### src/sv/overwrite_ring_buffer_assert.svh
// Assertion macros for the overwriting ring buffer.
// Used by the top level; expects signals clk and rst_n in scope.
`ifndef OVERWRITE_RING_BUFFER_ASSERT_SVH
`define OVERWRITE_RING_BUFFER_ASSERT_SVH
`ifndef NO_ASSERTIONS
// Same-cycle implication, checked outside reset
`define ORB_ASSERT_IMPL(lbl, ante, cons, msg) \
  lbl: assert property (@(posedge clk) disable iff (!rst_n) (ante) |-> (cons)) \
    else $error(msg);
// Next-cycle implication, checked outside reset
`define ORB_ASSERT_NEXT(lbl, ante, cons, msg) \
  lbl: assert property (@(posedge clk) disable iff (!rst_n) (ante) |=> (cons)) \
    else $error(msg);
`else
`define ORB_ASSERT_IMPL(lbl, ante, cons, msg)
`define ORB_ASSERT_NEXT(lbl, ante, cons, msg)
`endif
`endif

### src/sv/orb_pkg.sv
// Shared types, codes and constants for the overwriting ring buffer.
// No dependencies; used by every module of the block except the sample store.
package orb_pkg;

  localparam int RING_DEPTH_DEF  = 4096;
  localparam int SAMPLE_BITS_DEF = 64;
  localparam int MAX_BURST_DEF   = 64;
  localparam int LOG2_LIMIT      = 12;
  localparam logic [3:0] CFG_LOG2_RESET = 4'd12;

  // Request codes
  localparam logic REQ_PUSH    = 1'b0;
  localparam logic REQ_CONSUME = 1'b1;

  // Sequencer states, one-hot
  typedef enum logic [3:0] {
    ST_IDLE = 4'b0001,
    ST_CALC = 4'b0010,
    ST_ADJ  = 4'b0100,
    ST_EMIT = 4'b1000
  } orb_state_t;

  typedef struct packed {
    logic        req_type;
    logic [63:0] sample_in;
    logic [63:0] reader_seq;
    logic [6:0]  max_count;
  } orb_in_t;

  typedef struct packed {
    logic [63:0] sample_out;
    logic [63:0] sample_seq;
    logic        has_sample;
    logic        last;
    logic [63:0] new_reader_seq;
    logic [63:0] skipped;
    logic [63:0] dropped_total;
    logic        more_available;
  } orb_out_t;

  // One result issued by the sequencer; sample data follows from memory
  typedef struct packed {
    logic        valid;
    logic        has_sample;
    logic        last;
    logic        more_available;
    logic [63:0] sample_seq;
    logic [63:0] new_reader_seq;
    logic [63:0] skipped;
    logic [63:0] dropped_total;
  } orb_issue_t;

  // Largest k with 2^k <= v (elaboration only)
  function automatic int floor_log2(input int unsigned v);
    int r;
    r = 0;
    for (int i = 0; i < 32; i++) begin
      if ((64'd1 << i) <= 64'(v)) r = i;
    end
    return r;
  endfunction

endpackage

### src/sv/orb_out.sv
// Result stage: pairs memory read data with issued result info, output register.
// Depends on orb_pkg; two entries deep, so one result per cycle under flow.
module orb_out #(
  parameter int SAMPLE_BITS = orb_pkg::SAMPLE_BITS_DEF
) (
  input  logic                   clk,
  input  logic                   rst_n,
  input  orb_pkg::orb_issue_t    iss,
  input  logic [SAMPLE_BITS-1:0] rdata,
  output logic                   issue_ok,
  output logic                   out_valid,
  input  logic                   out_ready,
  output orb_pkg::orb_out_t      out_data
);

  orb_pkg::orb_issue_t meta_r;
  logic                mvalid_r;
  logic                out_valid_r;
  orb_pkg::orb_out_t   out_data_r;
  logic                load;

  // memory stage moves to the output register when that one frees up
  assign load     = mvalid_r && (!out_valid_r || out_ready);
  assign issue_ok = !mvalid_r || load;

  always_ff @(posedge clk) begin
    if (!rst_n) begin
      mvalid_r    <= 1'b0;
      out_valid_r <= 1'b0;
    end else begin
      if (iss.valid) begin
        mvalid_r <= 1'b1;
      end else if (load) begin
        mvalid_r <= 1'b0;
      end
      if (load) begin
        out_valid_r <= 1'b1;
      end else if (out_ready) begin
        out_valid_r <= 1'b0;
      end
    end
  end

  // Payload
  always_ff @(posedge clk) begin
    if (iss.valid) begin
      meta_r <= iss;
    end
    if (load) begin
      out_data_r.sample_out     <= meta_r.has_sample ? 64'(rdata) : 64'd0;
      out_data_r.sample_seq     <= meta_r.sample_seq;
      out_data_r.has_sample     <= meta_r.has_sample;
      out_data_r.last           <= meta_r.last;
      out_data_r.new_reader_seq <= meta_r.new_reader_seq;
      out_data_r.skipped        <= meta_r.skipped;
      out_data_r.dropped_total  <= meta_r.dropped_total;
      out_data_r.more_available <= meta_r.more_available;
    end
  end

  assign out_valid = out_valid_r;
  assign out_data  = out_data_r;

endmodule

### config.mk
export PLATFORM = sky130hd
export DESIGN_NAME = orb_out
export DESIGN_NICKNAME = d
export VERILOG_FILES = /design/src/sv/overwrite_ring_buffer_assert.svh /design/src/sv/orb_pkg.sv /design/src/sv/orb_out.sv
export SDC_FILE = /design/constraint.sdc
export NUM_CORES = 1
export LEC_CHECK = 0
export BUFFER_PORTS_ARGS = -buffer_cell sky130_fd_sc_hd__buf_2
export CAP_MARGIN = 25
export CORE_AREA = 2 2 253 255
export CTS_BUF_LIST = sky130_fd_sc_hd__clkbuf_16
export DETAILED_ROUTE_END_ITERATION = 12
export DIE_AREA = 0 0 255 257
export PLACE_DENSITY = 0.55
export SLEW_MARGIN = 25
export SYNTH_ARGS = -nofsm -noshare
export SYNTH_HDL_FRONTEND = slang
export SYNTH_SLANG_ARGS = --single-unit
### constraint.sdc
create_clock -name clk -period 16.7 [get_ports clk]
set_clock_uncertainty 0.1 [all_clocks]
set_input_delay 0.835 -clock clk [delete_from_list [all_inputs] [get_ports clk]]
set_output_delay 0.835 -clock clk [all_outputs]
set_load 0.1 [all_outputs]
==> summary.md, run 1 <==
| Metric | Value |
|---|---|
| Synth top cells by count | 582 x edfxtp_1, 64 x and2_2, 6 x clkbuf_2, 2 x dfxtp_1, 2 x nor2b_1 |
| Clock root buffer | clkbuf_16 |
| Pwr per Cell Area | 142 nW/um^2 |
| Overflow after GRT | 0 |
| Design Area, Final | 24400 sq um |
| Fin nets | 1701 |
| Area grow syn2layout | 34.9% |
| Number of enable flip-flop cells after synthesis | 582 |
| GRT Total Usage | 0.123 |
| Post-synth top flop | edfxtp_1 |
| Clk sinks | 584 |
| Reg-to-reg slack, setup | 13.43 ns |
| Status | completed |
| Global-route wire length before repair | 59400 um |
| HPWL after detailed placement | 29700 um |
| Min-Delay Path Class | input pin to register |
| Fin. max-slew vios | 0 |
| Drc violations | 0 |
| Peak VDD IR | 0.103 mV |
| # H-tree levels | 2 |
| Final Cycle Share | 0.196 |
| TritonCTS clock tree | built |
| Routed WL | 42000 um |
| Count of input and output buffers | 651 |
| Crit end category | register |
| Core box area | 62700 sq um |
| IO Pins | 652 |
| Setup TNS | 0 ns |
| Top cell type's share of synthesized area | 0.967 |
| Syn_nets | 987 |
| Largest area contributor in the netlist | edfxtp_1 |
| Height of the die | 257 um |
| Drt wl/cell | 18.5 um |
| Cts repair resizes | 0 |
| Max Cap Viol | 0 |
| Count leader, synth | edfxtp_1 |
| Cell count after synthesis | 660 |
| Max frequency | 306 MHz |
| Worst path bufs/invs | 3 |
| Worst Path Arrival | 3.38 ns |
| Setup CP Type | register to register |
| Required @ worst endpoint | 16.81 ns |
| Mean Syn Cell Area | 27.4 sq um |
| Yosys warnings | 0 |
| Final min period | 3.27 ns |
| Crit path launch type | register |
| Gpl congestion | 0.770 |
| Area after DPL | 22400 sq um |
| Die Width | 255 um |
| Cell Count Post-Placement | 2156 |
| Cell breakdown of the critical path | nor2b_1, nor2b_4, buf_16, buf_4, buf_4 |
| Synth area leaders | edfxtp_1 97%, and2_2 2.7%, dfxtp_1 0.22% |
| Post-DRT Antenna Nets | 0 |
| Leakage | 9.40 nW |
| Most frequent cell on the critical path | buf_4 |
| Synthesized flop and latch total | 584 |
| CP max-delay cell | buf_4 |
| Via density | 3.98 |
| Share of cells above drive strength 1 | 0.570 |
| Sequential area share after synthesis | 0.970 |
| Max-slew headroom | 0.298 |
| First drt pass iteration count | 5 |
| Crit-path max cell delay | 0.81 ns |
| Initial antenna violation count | 20 |
| Hold buffers post-CTS | 0 |
| Later-pin clock latency in the skew report | 0.61 ns |
| Synthesized cell area | 18100 sq um |
| Unrepaired setup endpoints after global routing | no |
| Via count | 9032 |
| Slew @ Worst Pin | 1.05 ns |
| Setup violators final | 0 |
| # rows | 92 |
| Cell variety after synth | 9 |
| DIE AREA | 65500 sq um |
| Initial Util | 0.288 |
| FILL cells | 5800 |
| Asr flop ratio synth | 0 |
| Largest net degree at the start of global routing | 156 |
| Max FO, Critical Path | 71 |
| Final Hold Vio Count | 0 |
| Vias in the first global route | 9629 |
| Initial DRC Count | 518 |
| Family with the most delay on the worst path | buffers and inverters |
| Setup Buffers After CTS | 0 |
| Clock transition at path regs | 0.06 ns |
| Longest Clk Path Bufs | 3 |
| CTS buffer count | 61 |
| Final Non-Filler Cells | 2271 |
-- power by group --
part / total (W) / internal (W) / leakage (nW) / switching [W]
logic: 0.000420 / 0.0000615 / 2.85 / 0.000359
registers: 0.00175 / 0.00173 / 5.59 / 0.0000261
clock network: 0.00128 / 0.000740 / 0.961 / 0.000543
total: 0.00346 / 0.00253 / 9.40 / 0.000928
-- path summary, 6_finish.rpt --
check | start | endpoint | depth (start not counted)
hold / removal | iss[74] | meta_r[74] | 1
setup / recovery | out_valid | out_data[222] | 5
setup reg to reg | out_valid | out_data[222] | 5
hold reg to reg | meta_r[205] | out_data[208] | 0
-- layer usage --
layer | vias to the layer above | GRT usage | routed length (um)
met2 | 460 | 0.212 | 21000
met1 | 4378 | 0.128 | 14800
met3 | 101 | 0.0550 | 4670
met5 | - | 0 | 129
li1 | 4073 | - | -
met4 | 20 | 0.0510 | 1410
-- layout make-up --
cell class                      instances  area, sq um  share of cell area
Clock buffer                           61         1530              0.0626
Clock inverter                         49          379              0.0156
Sequential cell                       584        17500               0.719
Multi-Input combinational cell         70          527              0.0216
Timing Repair Buffer                  657         3360               0.138
Antenna cell                            4         10.0            0.000411
Tap cell                              846         1060              0.0434
-- registers in the layout, summed over array words and instances, names as in the netlist --
register   count
out_data     323
mvalid_r       1
meta_r       259
out_valid      1
-- kinds of logic after synthesis --
family | Yosys count | synth area share
AND/OR/NAND/NOR | 68 | 0.0278
flip-flops | 584 | 0.970
buffers and inverters | 6 | 0.00166
AO/OA/AOI/OAI | 2 | 0.000901
-- stage by stage --
step	util	setup WS, ns	power [W]	hold WS [ns]
6_report	0.389	13.43	0.00346	0.301
3_3_place_gp	0.358	12.70	0.00220	0.300
3_5_place_dp	0.358	12.63	0.00221	0.305
2_1_floorplan	-	0.370	0.00211	0.300
5_1_grt	0.389	13.18	0.00358	0.252
4_1_cts	0.388	13.13	0.00351	0.237
-- cells in the final DEF (no fill, tap or decap), drive strengths merged --
| master | n |
|---|---|
| buf | 657 |
| clkinv | 27 |
| inv | 13 |
| clkinvlp | 4 |
| dfxtp | 2 |
| clkbuf | 61 |
| o21a | 1 |
| diode | 4 |
| and2 | 65 |
| edfxtp | 582 |
| nand2 | 1 |
| nor2b | 2 |
| bufinv | 5 |
| a22o | 1 |
No activity file was read; power rests on OpenSTA's default activity.
==> inputs of run 2 (changes only) <==
- CORE_AREA: 2 2 253 255 -> 2 2 257 259
- DIE_AREA: 0 0 255 257 -> 0 0 259 261
- PLACE_DENSITY: 0.55 -> 0.52
- clock period: 16.7 -> 3.36 ns (I/O delays scaled with it)
==> summary.md, run 2 (synthesis gave the netlist of run 1 again) <==
| Metric | Value |
|---|---|
| Global-route wire length before repair | 65200 um (+9.8%) |
| DIE AREA | 67600 sq um (+3.1%) |
| Largest register FFs | 323 (unchanged) |
| Max FO, Critical Path | 93 (+31%) |
| Design Area, Final | 27700 sq um (+14%) |
| Min-Delay Path Class | input pin to register |
| Crit end category | register |
| Gpl congestion | 0.788 (+2.3%) |
| Cell breakdown of the critical path | nor2b_4, nor2b_4, buf_4, buf_12 |
| IO Pins | 652 (unchanged) |
| Peak VDD IR | 0.486 mV (+370%) |
| CP max-delay cell | buf_12 |
| RR Endpoint | out_data[125] |
| Vias in the first global route | 11000 (+14%) |
| Status | completed |
| HPWL after detailed placement | 31400 um (+5.8%) |
| Later-pin clock latency in the skew report | 0.59 ns (-0.02 ns) |
| # H-tree levels | 2 (unchanged) |
| Family with the most delay on the worst path | buffers and inverters |
| Initial DRC Count | 518 (unchanged) |
| Overflow after GRT | 0 (unchanged) |
| Met1 Use GR | 0.142 (+0.0141) |
| Grt met3 use | 0.0432 (-0.0119) |
| Routed WL | 46200 um (+10%) |
| Drt wl/cell | 17.6 um (-4.5%) |
| Final Hold Vio Count | 0 (unchanged) |
| Most frequent cell on the critical path | nor2b_4 |
| Crit path launch type | register |
| Via density | 3.92 (-1.5%) |
| Leakage | 10.8 nW (+15%) |
| Post-DRT Antenna Nets | 0 (unchanged) |
| Worst path bufs/invs | 2 (-1) |
| Clk sinks | 584 (unchanged) |
| Min-Delay Endpoint | meta_r[116] |
| Longest Clk Path Bufs | 3 (unchanged) |
| Hold buffers post-CTS | 326 (+326) |
| Largest net degree at the start of global routing | 140 (-10%) |
| FILL cells | 5718 (-1.4%) |
| Setup violators final | 0 (unchanged) |
| Fin nets | 2035 (+20%) |
| Pwr per Cell Area | 629 nW/um^2 (+340%) |
| Max frequency | 520 MHz (+70%) |
| R2R Path Start | out_valid |
| Final min period | 1.92 ns (-1.35 ns) |
| CTS buffer count | 59 (-3.3%) |
| Slew @ Worst Pin | 0.975 ns (-0.0784 ns) |
| First drt pass iteration count | 5 (unchanged) |
| Setup CP Type | register to register |
| Via count | 10300 (+14%) |
| Count of input and output buffers | 651 (unchanged) |
| Worst hold path depth | 1 (unchanged) |
| Final Cycle Share | 0.572 (+0.376) |
| # rows | 94 (+2.2%) |
| Fin. max-slew vios | 0 (unchanged) |
| Drc violations | 0 (unchanged) |
| Core box area | 65000 sq um (+3.7%) |
| Power Total | 0.0174 W (+400%) |
| Clock root buffer | clkbuf_16 |
| GRT Total Usage | 0.129 (+0.00611) |
| Unrepaired setup endpoints after global routing | no |
| Cts repair resizes | 0 (unchanged) |
| Area grow syn2layout | 53.4% |
| Reg-to-reg slack, setup | 1.44 ns (-11.99 ns) |
| Initial Util | 0.278 (-0.0102) |
| Worst Path Arrival | 2.05 ns (-1.33 ns) |
| Share of cells above drive strength 1 | 0.463 (-0.107) |
| Hold path start | iss[259] |
| Die Width | 259 um (+1.6%) |
| Area after DPL | 22600 sq um (+0.69%) |
| Clock transition at path regs | 0.06 ns (about the same) |
| Setup Buffers After CTS | 0 (unchanged) |
| Max Cap Viol | 0 (unchanged) |
| Max-slew headroom | 0.350 (+0.0523) |
| Height of the die | 261 um (+1.6%) |
| Crit-path max cell delay | 0.45 ns (-0.36 ns) |
| Most common cell after layout, fill and taps aside | buf_2 |
| Reg2Reg Depth | 4 (-1) |
| TritonCTS clock tree | built |
| Met2 global-route usage | 0.232 (+0.0198) |
| Required @ worst endpoint | 3.48 ns (-13.33 ns) |
| Initial antenna violation count | 5 (-75%) |
| Most used routing layer | met2 |
| Setup TNS | 0 ns (unchanged) |
| Most frequent cells in the layout | 650 x buf_2, 582 x edfxtp_1, 326 x dlygate4sd3_1, 64 x and2_2, 61 x clkbuf_16 |
==> run 2: cell types whose count changed in the layout (fill, tap and decap cells not counted), moves of 2 or more <==
cell	previous run	this run
buf_12	2	5
buf_4	3	11
clkinv_2	11	7
clkinvlp_4	4	1
diode_2	4	2
dlygate4sd3_1	0	326
inv_1	8	13
inv_6	5	1
==> run 2: stage by stage <==
step                utilization  cells  hold slack [ns]  setup WS [ns]
floorplan                     -    660            0.167          -2.55
detailed placement        0.347   2185            0.246           1.46
finish                    0.426   2619           0.0555           1.44
CTS                       0.426   2617           0.0528           1.46
global route              0.426   2618           0.0761           1.37
global placement          0.347   2185            0.244           1.50
==> run 2: worst register-to-register path: stages (launching register included) <==
cell	delay, ns
dfxtp_4	0.34
nor2b_4	0.14
nor2b_4	0.15
buf_4	0.29
buf_12	0.45
==> run 2: worst max path at each step <==
stage	endpoint	cells after the start	from
floorplan	out_data[0]	2	out_valid
global placement	out_data[10]	4	out_valid
detailed placement	out_data[10]	4	out_valid
CTS	out_data[10]	4	out_valid
global route	out_data[253]	4	out_valid
finish	out_data[125]	4	out_valid
==> run 2: area by class of cell <==
cell class                      count  area [sq um]  share of cell area
Antenna cell                        2          5.00            0.000181
Clock buffer                       61          1530              0.0551
Clock inverter                     45           335              0.0121
Multi-Input combinational cell     70           534              0.0193
Sequential cell                   584         17500               0.632
Tap cell                          864          1080              0.0390
Timing Repair Buffer              993          6710               0.242
==> run 2: metal layers <==
layer,routed length (um),up-vias,part of all wire
met5,41,-,0.00089
met3,3710,89,0.080
met4,1170,6,0.025
met1,17300,5001,0.37
li1,-,4732,-
met2,24000,427,0.52
==> run 2: power by group <==
part           switching [W]  internal [W]  total, W
Clock                0.00264       0.00364   0.00629
Combinational        0.00187      0.000565   0.00244
Sequential          0.000127       0.00859   0.00871
Total                0.00464        0.0128    0.0174
