### src/sv/overwrite_ring_buffer_assert.svh
// Assertion macros for the overwriting ring buffer.
// Used by the top level; expects signals clk and rst_n in scope.
`ifndef OVERWRITE_RING_BUFFER_ASSERT_SVH
`define OVERWRITE_RING_BUFFER_ASSERT_SVH
`ifndef NO_ASSERTIONS
// Same-cycle implication, checked outside reset
`define ORB_ASSERT_IMPL(lbl, ante, cons, msg) \
  lbl: assert property (@(posedge clk) disable iff (!rst_n) (ante) |-> (cons)) \
    else $error(msg);
// Next-cycle implication, checked outside reset
`define ORB_ASSERT_NEXT(lbl, ante, cons, msg) \
  lbl: assert property (@(posedge clk) disable iff (!rst_n) (ante) |=> (cons)) \
    else $error(msg);
`else
`define ORB_ASSERT_IMPL(lbl, ante, cons, msg)
`define ORB_ASSERT_NEXT(lbl, ante, cons, msg)
`endif
`endif

### src/sv/orb_pkg.sv
// Shared types, codes and constants for the overwriting ring buffer.
// No dependencies; used by every module of the block except the sample store.
package orb_pkg;

  localparam int RING_DEPTH_DEF  = 4096;
  localparam int SAMPLE_BITS_DEF = 64;
  localparam int MAX_BURST_DEF   = 64;
  localparam int LOG2_LIMIT      = 12;
  localparam logic [3:0] CFG_LOG2_RESET = 4'd12;

  // Request codes
  localparam logic REQ_PUSH    = 1'b0;
  localparam logic REQ_CONSUME = 1'b1;

  // Sequencer states, one-hot
  typedef enum logic [3:0] {
    ST_IDLE = 4'b0001,
    ST_CALC = 4'b0010,
    ST_ADJ  = 4'b0100,
    ST_EMIT = 4'b1000
  } orb_state_t;

  typedef struct packed {
    logic        req_type;
    logic [63:0] sample_in;
    logic [63:0] reader_seq;
    logic [6:0]  max_count;
  } orb_in_t;

  typedef struct packed {
    logic [63:0] sample_out;
    logic [63:0] sample_seq;
    logic        has_sample;
    logic        last;
    logic [63:0] new_reader_seq;
    logic [63:0] skipped;
    logic [63:0] dropped_total;
    logic        more_available;
  } orb_out_t;

  // One result issued by the sequencer; sample data follows from memory
  typedef struct packed {
    logic        valid;
    logic        has_sample;
    logic        last;
    logic        more_available;
    logic [63:0] sample_seq;
    logic [63:0] new_reader_seq;
    logic [63:0] skipped;
    logic [63:0] dropped_total;
  } orb_issue_t;

  // Largest k with 2^k <= v (elaboration only)
  function automatic int floor_log2(input int unsigned v);
    int r;
    r = 0;
    for (int i = 0; i < 32; i++) begin
      if ((64'd1 << i) <= 64'(v)) r = i;
    end
    return r;
  endfunction

endpackage

### src/sv/orb_ctrl.sv
// Sequencer: head and dropped counters, overrun catch-up and result issue.
// Depends on orb_pkg; drives the sample store ports.
module orb_ctrl #(
  parameter int RING_DEPTH  = orb_pkg::RING_DEPTH_DEF,
  parameter int SAMPLE_BITS = orb_pkg::SAMPLE_BITS_DEF,
  parameter int MAX_BURST   = orb_pkg::MAX_BURST_DEF,
  parameter int LG_MAX      = 12,
  parameter int SZW         = 13,
  parameter int AW          = 12,
  parameter int CW          = 7
) (
  input  logic                   clk,
  input  logic                   rst_n,
  input  logic                   in_valid,
  output logic                   in_ready,
  input  orb_pkg::orb_in_t       in_data,
  input  logic [3:0]             ring_log2,
  input  logic                   issue_ok,
  output orb_pkg::orb_issue_t    iss,
  output logic                   mem_we,
  output logic [AW-1:0]          mem_waddr,
  output logic [SAMPLE_BITS-1:0] mem_wdata,
  output logic                   mem_re,
  output logic [AW-1:0]          mem_raddr
);

  localparam int NW = (SZW > CW) ? SZW : CW;

  orb_pkg::orb_state_t state_r, state_nxt;
  logic [63:0]    head_r, head_nxt;
  logic [63:0]    dropped_r, dropped_nxt;
  logic [63:0]    seq_r, seq_nxt;
  logic [63:0]    diff_r, diff_nxt;
  logic           gt_r, gt_nxt;
  logic [CW-1:0]  maxc_r, maxc_nxt;
  logic [63:0]    skip_r, skip_nxt;
  logic [SZW-1:0] avail_r, avail_nxt;
  logic [CW-1:0]  cnt_r, cnt_nxt;

  logic [3:0]     lg_sat, lg_eff;
  logic [SZW-1:0] size;
  logic [AW-1:0]  mask;
  logic           over;
  logic           diff_hi;

  // Ring size from the register, clamped to the limit and the memory depth
  always_comb begin
    lg_sat = (ring_log2 > 4'(orb_pkg::LOG2_LIMIT)) ? 4'(orb_pkg::LOG2_LIMIT) : ring_log2;
    lg_eff = (lg_sat > 4'(LG_MAX)) ? 4'(LG_MAX) : lg_sat;
    size   = SZW'(1) << lg_eff;
    mask   = AW'(size - SZW'(1));
  end

  // Reader lags by more than one ring: diff > size
  always_comb begin
    if (SZW < 64) begin
      diff_hi = (diff_r >> SZW) != 64'd0;
    end else begin
      diff_hi = 1'b0;
    end
    over = gt_r && (diff_hi || (diff_r[SZW-1:0] > size));
  end

  assign in_ready  = (state_r == orb_pkg::ST_IDLE);
  assign mem_waddr = head_r[AW-1:0] & mask;
  assign mem_wdata = in_data.sample_in[SAMPLE_BITS-1:0];
  assign mem_raddr = seq_r[AW-1:0] & mask;
  assign mem_re    = iss.valid && iss.has_sample;

  // Sequencer next state
  always_comb begin
    state_nxt   = state_r;
    head_nxt    = head_r;
    dropped_nxt = dropped_r;
    seq_nxt     = seq_r;
    diff_nxt    = diff_r;
    gt_nxt      = gt_r;
    maxc_nxt    = maxc_r;
    skip_nxt    = skip_r;
    avail_nxt   = avail_r;
    cnt_nxt     = cnt_r;
    mem_we      = 1'b0;
    iss         = '0;

    unique case (state_r)
      orb_pkg::ST_IDLE: begin
        if (in_valid) begin
          if (in_data.req_type == orb_pkg::REQ_PUSH) begin
            mem_we   = 1'b1;
            head_nxt = head_r + 64'd1;
          end else begin
            seq_nxt  = in_data.reader_seq;
            gt_nxt   = head_r > in_data.reader_seq;
            diff_nxt = head_r - in_data.reader_seq;
            maxc_nxt = (in_data.max_count > 7'(MAX_BURST)) ? CW'(MAX_BURST)
                                                           : CW'(in_data.max_count);
            state_nxt = orb_pkg::ST_CALC;
          end
        end
      end
      orb_pkg::ST_CALC: begin
        // catch up to the oldest live sample; seq + skip equals head - size
        skip_nxt = over ? (diff_r - 64'(size)) : 64'd0;
        if (over) begin
          seq_nxt = head_r - 64'(size);
        end
        avail_nxt = !gt_r ? '0 : (over ? size : diff_r[SZW-1:0]);
        state_nxt = orb_pkg::ST_ADJ;
      end
      orb_pkg::ST_ADJ: begin
        dropped_nxt = dropped_r + skip_r;
        cnt_nxt     = (NW'(avail_r) < NW'(maxc_r)) ? CW'(avail_r) : maxc_r;
        state_nxt   = orb_pkg::ST_EMIT;
      end
      orb_pkg::ST_EMIT: begin
        if (issue_ok) begin
          iss.valid         = 1'b1;
          iss.skipped       = skip_r;
          iss.dropped_total = dropped_r;
          if (cnt_r == '0) begin
            // empty read or zero count: one result without a sample
            iss.has_sample     = 1'b0;
            iss.last           = 1'b1;
            iss.sample_seq     = 64'd0;
            iss.new_reader_seq = seq_r;
            iss.more_available = avail_r != '0;
            state_nxt          = orb_pkg::ST_IDLE;
          end else begin
            iss.has_sample     = 1'b1;
            iss.last           = cnt_r == CW'(1);
            iss.sample_seq     = seq_r;
            iss.new_reader_seq = seq_r + 64'd1;
            iss.more_available = avail_r != SZW'(1);
            seq_nxt            = seq_r + 64'd1;
            avail_nxt          = avail_r - SZW'(1);
            cnt_nxt            = cnt_r - CW'(1);
            if (cnt_r == CW'(1)) begin
              state_nxt = orb_pkg::ST_IDLE;
            end
          end
        end
      end
      default: begin
        state_nxt = orb_pkg::ST_IDLE;
      end
    endcase
  end

  // Control state and counters
  always_ff @(posedge clk) begin
    if (!rst_n) begin
      state_r   <= orb_pkg::ST_IDLE;
      head_r    <= 64'd0;
      dropped_r <= 64'd0;
    end else begin
      state_r   <= state_nxt;
      head_r    <= head_nxt;
      dropped_r <= dropped_nxt;
    end
  end

  // Working registers of one consume
  always_ff @(posedge clk) begin
    seq_r   <= seq_nxt;
    diff_r  <= diff_nxt;
    gt_r    <= gt_nxt;
    maxc_r  <= maxc_nxt;
    skip_r  <= skip_nxt;
    avail_r <= avail_nxt;
    cnt_r   <= cnt_nxt;
  end

endmodule

### config.mk
export PLATFORM = sky130hd
export DESIGN_NAME = orb_ctrl
export DESIGN_NICKNAME = d
export VERILOG_FILES = /design/src/sv/overwrite_ring_buffer_assert.svh /design/src/sv/orb_pkg.sv /design/src/sv/orb_ctrl.sv
export SDC_FILE = /design/constraint.sdc
export NUM_CORES = 1
export LEC_CHECK = 0
export BUFFER_PORTS_ARGS = -buffer_cell sky130_fd_sc_hd__clkbuf_2
export CAP_MARGIN = 25
export CORE_MARGIN = 4
export CORE_UTILIZATION = 45
export DETAILED_ROUTE_END_ITERATION = 7
export GPL_ROUTABILITY_DRIVEN = 1
export PLACE_DENSITY = 0.66
export SETUP_SLACK_MARGIN = 0.05
export SYNTH_ARGS = -nofsm -noshare
export SYNTH_HDL_FRONTEND = slang
export SYNTH_SLANG_ARGS = --single-unit
export TNS_END_PERCENT = 100
### constraint.sdc
create_clock -name clk -period 9.36 [get_ports clk]
set_input_delay 0.936 -clock clk [delete_from_list [all_inputs] [get_ports clk]]
set_output_delay 0.936 -clock clk [all_outputs]
set_load 0.02 [all_outputs]
==> results of run 1 <==
==> critical path: cells and delay by family <==
kind                     cells  cell delay, ps
buffers and inverters        3            1360
adder cells (fa/ha/maj)      1             320
AND/OR/NAND/NOR              5            1180
AO/OA/AOI/OAI                8            2340
==> sequential cells by signal, summed over array words and instances (netlist names) <==
register   cells
avail_r       13
seq_r         64
dropped_r     64
diff_r        64
state_r        4
maxc_r         7
gt_r           1
head_r        64
cnt_r          7
skip_r        64
==> metrics by stage <==
step	hold slack, ps	setup slack [ps]
6_report	470	3320
5_1_grt	489	2800
4_1_cts	471	3460
3_5_place_dp	463	2880
3_3_place_gp	459	3020
2_1_floorplan	445	136
==> cells in the mapped netlist, types with 7 or more instances <==
cell type	instances	area, µm²
nor4b_1	7	61.3
a221oi_1	8	70.1
a31oi_1	22	138
o221ai_1	13	114
xnor2_1	188	1650
or3_1	73	457
nand3_1	103	515
and3_1	232	1450
a21boi_0	10	75.1
o21a_1	15	113
o31ai_1	8	60.1
ha_1	173	2160
o211ai_1	16	120
a22oi_1	43	323
o21bai_1	25	188
a21oi_1	280	1400
nor2_1	339	1270
mux2i_1	26	260
nor4_1	35	219
nand2b_1	36	225
and2_1	24	150
inv_1	157	589
nand2_1	364	1370
o21ai_0	221	1110
a21o_1	86	646
edfxtp_1	220	6610
or4_1	12	90.1
nor2b_1	44	275
dfxtp_1	132	2640
buf_4	66	495
o22ai_1	16	100
xor2_1	179	1570
and4_1	13	114
o31a_1	7	61.3
a211oi_1	14	105
nor3_1	77	385
or2_2	12	75.1
nand4_1	66	413
clkbuf_1	180	676
==> routing by layer <==
metal,wire [µm],global-route usage (%)
met4,3070,8.02
met5,34,0.347
met3,8140,4.52
met2,42100,40.8
met1,45400,39.3
==> power breakdown <==
| part | switching [µW] | total (µW) | leakage, µW | internal (µW) |
|---|---|---|---|---|
| combinational | 998 | 1520 | 0.0107 | 524 |
| clock | 650 | 1540 | 0.000605 | 885 |
| sequential | 422 | 2460 | 0.00311 | 2040 |
| total | 2070 | 5520 | 0.0144 | 3450 |
==> final cells by class <==
type,count,area share [%]
repair buffers,393,6.41
multi-input cells,2889,56.3
well taps,855,3.27
flip-flops and latches,352,28.3
inverters,159,1.83
clock inverters,12,0.299
diodes,2,0.0153
clock buffers,61,3.55
==> kinds of logic after synthesis <==
family	after synthesis	share of synthesized area, %
AO/OA/AOI/OAI	837	17.4
flip-flops	352	31.4
multiplexers	28	0.959
XOR/XNOR	367	10.9
adder cells (fa/ha/maj)	177	7.61
AND/OR/NAND/NOR	1480	25.4
buffers and inverters	423	6.44
==> worst paths after layout <==
check	start	endpoint	slack [ps]	cells after the start
min	dropped_r[0]	dropped_r[0]	470	2
max reg2reg	diff_r[1]	seq_r[20]	4050	14
max	ring_log2[3]	seq_r[20]	3320	17
min reg2reg	dropped_r[0]	dropped_r[0]	470	2
==> flow_summary.yaml, run 1 <==
outcome:
  outcome: "finished, final reports clean"
placement:
  dp_hpwl_um: 75600
  io_buffers: 366
  routabilityCongestion: 0.953
  dpl-instance-area_um2: 31400
  place_inst: 4645
worst_setup_path:
  end_kind: "register"
  crit_path_start_kind: "primary input"
  worstPathRequired_ps: 9540
  cp_slowest_cell: "buf_4"
  max_stage_delay_ps: 760
  path_cells: "clkbuf_2, nor2_1, nand2_1, ha_1, nor2b_1, o21ai_0, a21boi_0, o21ai_0, a21boi_0, o2111ai_1, a31oi_2, nor2_1, o21a_1, or2b_2, buf_4, a211oi_4, buf_4"
  worstSetupPathType: "primary input to register"
  path_max_fanout: 65
  arrival_ps: 6220
timing:
  clock.fmax_ghz: 0.166
  drv_slew: 0
  period_share_pct: 64.5
  max_slew_margin_pct: 31.0
  max_slew.worst_pin.slew_ps: 1020
  setup_viol: 0
  hold_viol_final: 0
  rsz0062_at_grt: "false"
  skew_ps: 12.9
  finalCriticalPeriod_ps: 6040
  setup_tns_ps: 0
cells_and_area:
  n_fill_cell: 6394
  final_cells: 4723
  area_growth_pct: 10.8
  fin_area_um2: 32700
  multi_input_area_um2: 18400
  register_area_um2: 9250
  final_nets: 4157
  drive_above_1_share_pct: 13.1
  post-route-util_pct: 50.5
  layout_commonest_cell: "clkbuf_2"
  layout_common_cells: "365 x clkbuf_2, 363 x nand2_1, 337 x nor2_1, 280 x a21oi_1, 232 x and3_1"
global_route:
  gr-usage-all-layers_pct: 26.9
  first_global_vias: 25917
  grt_max_degree: 132
  grt.overflow.total: 0
  grt_first_pass_wirelength_um: 151000
  antenna_found_initial: 2
synth:
  ys_seq_area_share_pct: 31.4
  ys_types: 94
  synthArstFlopShare_pct: 0
  netlist_area_um2: 29500
  synth_edf_count: 220
  synthCells: 3664
  ys_warn_count: 0
  synth-seq-cells: 352
  synth-main-ff-cell: "edfxtp_1"
  syn-num-nets: 3985
  synth.avg_cell_area_um2: 8.05
clock_tree:
  hold_buffers: 0
  clk_path_buf_depth: 3
  cts-resized-gates: 0
  insertion_delay_ps: 560
  htreeDepth: 2
  cts_buffers: 41
  cts_root_buf: "clkbuf_16"
  path_clk_slew_ps: 60
  post_cts_buffers: 0
  cts_tree: "built"
  cts_sinks: 352
route:
  wl_um: 98700
  wl_per_cell_um: 20.9
  drt-initial-drc-count: 2634
  ant_nets: 0
  num_vias: 27859
  vias_per_cell: 5.90
  drcViolationCount: 0
  first_pass_iters: 5
die:
  fp.dieArea_um2: 69700
  io_pins: 495
  start_util_pct: 45.6
  rows: 93
  core_area_um2: 64700
  die_w_um: 264
  die_h_um: 264
pwr:
  total_power_uw: 5520
  ir_drop_v: 0.000136
  power.leakage_uw: 0.0144
  p_per_area_nw_per_um2: 169
run:
  drv_cap: 0
hold_path:
  hold_path.class: "register to register"
Power figures use the tool's default switching activity.
==> run 2, diff against run 1 <==
--- a/config.mk
+++ b/config.mk
@@ -5,13 +5,14 @@
 export SDC_FILE = /design/constraint.sdc
 export NUM_CORES = 1
 export LEC_CHECK = 0
+export ABC_AREA = 1
 export BUFFER_PORTS_ARGS = -buffer_cell sky130_fd_sc_hd__clkbuf_2
 export CAP_MARGIN = 25
 export CORE_MARGIN = 4
 export CORE_UTILIZATION = 45
 export DETAILED_ROUTE_END_ITERATION = 7
 export GPL_ROUTABILITY_DRIVEN = 1
-export PLACE_DENSITY = 0.66
+export PLACE_DENSITY = 0.62
 export SETUP_SLACK_MARGIN = 0.05
 export SYNTH_ARGS = -nofsm -noshare
 export SYNTH_HDL_FRONTEND = slang
==> constraint.sdc (replaced) <==
create_clock -name clk -period 5.8 [get_ports clk]
set_input_delay 0.58 -clock clk [delete_from_list [all_inputs] [get_ports clk]]
set_output_delay 0.58 -clock clk [all_outputs]
set_load 0.02 [all_outputs]
==> flow_summary.yaml, run 2 <==
outcome:
  outcome: "finished, final reports clean"
pwr:
  power.share.combinational_pct: 36.8
  p_sw_share_pct: 44.6
  netSwitchingPower_uw: 5290
  internal_power_uw: 6560
  ir_drop_v: 0.000327
  p_per_area_nw_per_um2: 294
  power.leakage_uw: 0.0202
  clkPwrFrac_pct: 25.4
  total_power_uw: 11900
  p_seq_share_pct: 37.8
timing:
  rsz0062_at_grt: "false"
  max_slew.worst_pin.slew_ps: 1080
  skew_ps: 30.8
  setup_tns_ps: 0
  max_slew_margin_pct: 28.0
  finalCriticalPeriod_ps: 4190
  hold_viol_final: 0
  setup_viol: 0
  worst_slack_ps: 1610
  clock.fmax_ghz: 0.239
  drv_slew: 0
  period_share_pct: 72.2
global_route:
  first_global_vias: 38527
  grt_max_degree: 84
  antenna_found_initial: 3
  grt_first_pass_wirelength_um: 241000
  grt.overflow.total: 0
  gr-usage-all-layers_pct: 37.1
clock_tree:
  cts_tree: "built"
  cts_root_buf: "clkbuf_16"
  cts-resized-gates: 0
  cts_buffers: 47
  post_cts_buffers: 0
  hold_buffers: 0
  htreeDepth: 2
  insertion_delay_ps: 610
  path_clk_slew_ps: 60
  cts_sinks: 352
  clk_path_buf_depth: 3
synth:
  synth.avg_cell_area_um2: 5.89
  synth-compound-area-share_pct: 11.7
  synth_mux_area_share_pct: 0
  ys_types: 54
  synth-seq-cells: 352
  synth_edf_count: 220
  synthCells: 6171
  synth.most_common_cell: "nand2_1"
  synth_top_family_by_area: "simple AND/OR/NAND/NOR gates"
  ys_seq_area_share_pct: 25.4
  netlist_top_cells_area: "edfxtp_1 18%, nand2_1 18%, inv_1 11%"
  ys_warn_count: 0
  synth_commonest_cells: "1,733 x nand2_1, 1,098 x inv_1, 942 x nor2_1, 395 x a21oi_1, 365 x nand3_1"
  synthSimpleGateAreaFrac_pct: 38.3
  synth_top_area_cell: "edfxtp_1"
  synth_xor_area_share_pct: 4.00
  synth-main-ff-cell: "edfxtp_1"
  synthArstFlopShare_pct: 0
  syn-num-nets: 6492
  yosysTopAreaCellShare_pct: 18.2
  synth_fa_ha_area_share_pct: 6.18
  netlist_area_um2: 36300
route:
  num_vias: 41119
  vias_per_cell: 5.48
  wl_um: 166000
  drcViolationCount: 0
  first_pass_iters: 7
  ant_nets: 0
  wl_per_cell_um: 22.1
  drt-initial-drc-count: 3948
run:
  drv_cap: 0
placement:
  routabilityCongestion: 1.02
  dpl-instance-area_um2: 38700
  io_buffers: 366
  place_inst: 7415
  pre_cts_ws_ps: 1180
  dp_hpwl_um: 140000
worst_setup_path:
  rrSetupSlack_ps: 2210
  reg2reg_to: "diff_r[48]"
  path_max_fanout: 50
  arrival_ps: 3610
  crit_path_start_kind: "register"
  rr_startpoint: "head_r[0]"
  end_kind: "output pin"
  worstSetupPathType: "register to output pin"
  r2r_cells: 13
  worstPathRequired_ps: 5220
hold_path:
  hold_path.class: "primary input to register"
  min-delay-start: "in_data[6]"
  hold_depth: 1
  whs_endpoint: "maxc_r[6]"
cells_and_area:
  final_nets: 6737
  layout_commonest_cell: "nand2_1"
  fin_area_um2: 40300
  layout_common_cells: "1,733 x nand2_1, 1,097 x inv_1, 940 x nor2_1, 394 x a21oi_1, 366 x clkbuf_2"
  final_cells: 7508
  drive_above_1_share_pct: 8.12
  area_growth_pct: 11.0
die:
  start_util_pct: 45.7
  core_area_um2: 79500
  rows: 103
  die_w_um: 292
  die_h_um: 292
  io_pins: 495
  fp.dieArea_um2: 85400
## run 2: worst max path at each step
stage | from | to | slack [ps]
final | state_r[0] | iss[252] | 1610
after global routing | ring_log2[3] | seq_r[58] | 1400
after global placement | ring_log2[3] | seq_r[58] | 1250
after floorplan | ring_log2[3] | seq_r[0] | 980
after CTS | state_r[0] | iss[252] | 1450
after detailed placement | ring_log2[3] | seq_r[63] | 1180
## run 2: area by class of cell
type	count	area, µm²
sequential	352	9250
clock inverter	29	268
clock buffer	59	1300
fill	8733	39200
multi-input combinational	4516	21900
inverter	1109	4170
antenna	3	7.51
tap	1050	1310
timing repair buffer	390	2080
## run 2: critical path: stages (launching register included)
cell	delay, ps
dfxtp_1	350
nor2_1	170
inv_2	80
nor3_4	170
inv_4	210
nor2_4	130
buf_4	440
inv_2	330
nor2_2	320
inv_2	210
buf_12	230
nor2_1	130
clkbuf_2	180
## run 2: cells by family (layout without fill, tap and decap cells)
group	Yosys count	count (layout)
other cells	0	3
compound gates	793	793
simple gates	3380	3380
buf+inv	1303	1587
flops	352	352
xor+xnor	166	166
fa+ha+maj	177	177
## run 2: metrics by stage
stage               util, %  hold WS [ps]
floorplan                 -           449
global placement       48.7           472
detailed placement     48.7           476
CTS                    50.6           162
global route           50.7           185
finish                 50.7           199
## run 2: metal layers
layer  wire length [µm]  track usage, %
met2              80200            65.5
met3              11100            4.11
met4              11200            21.0
met5                  0               0
met1              63400            43.8
## run 2: power by group through the flow
stage,Combinational [µW],Clock [µW],Sequential [µW]
after detailed placement,4300,0,4500
final,4360,3010,4480
after floorplan,2970,0,4110
after CTS,4320,3050,4450
after global placement,4290,0,4500
after global routing,4790,3140,4510
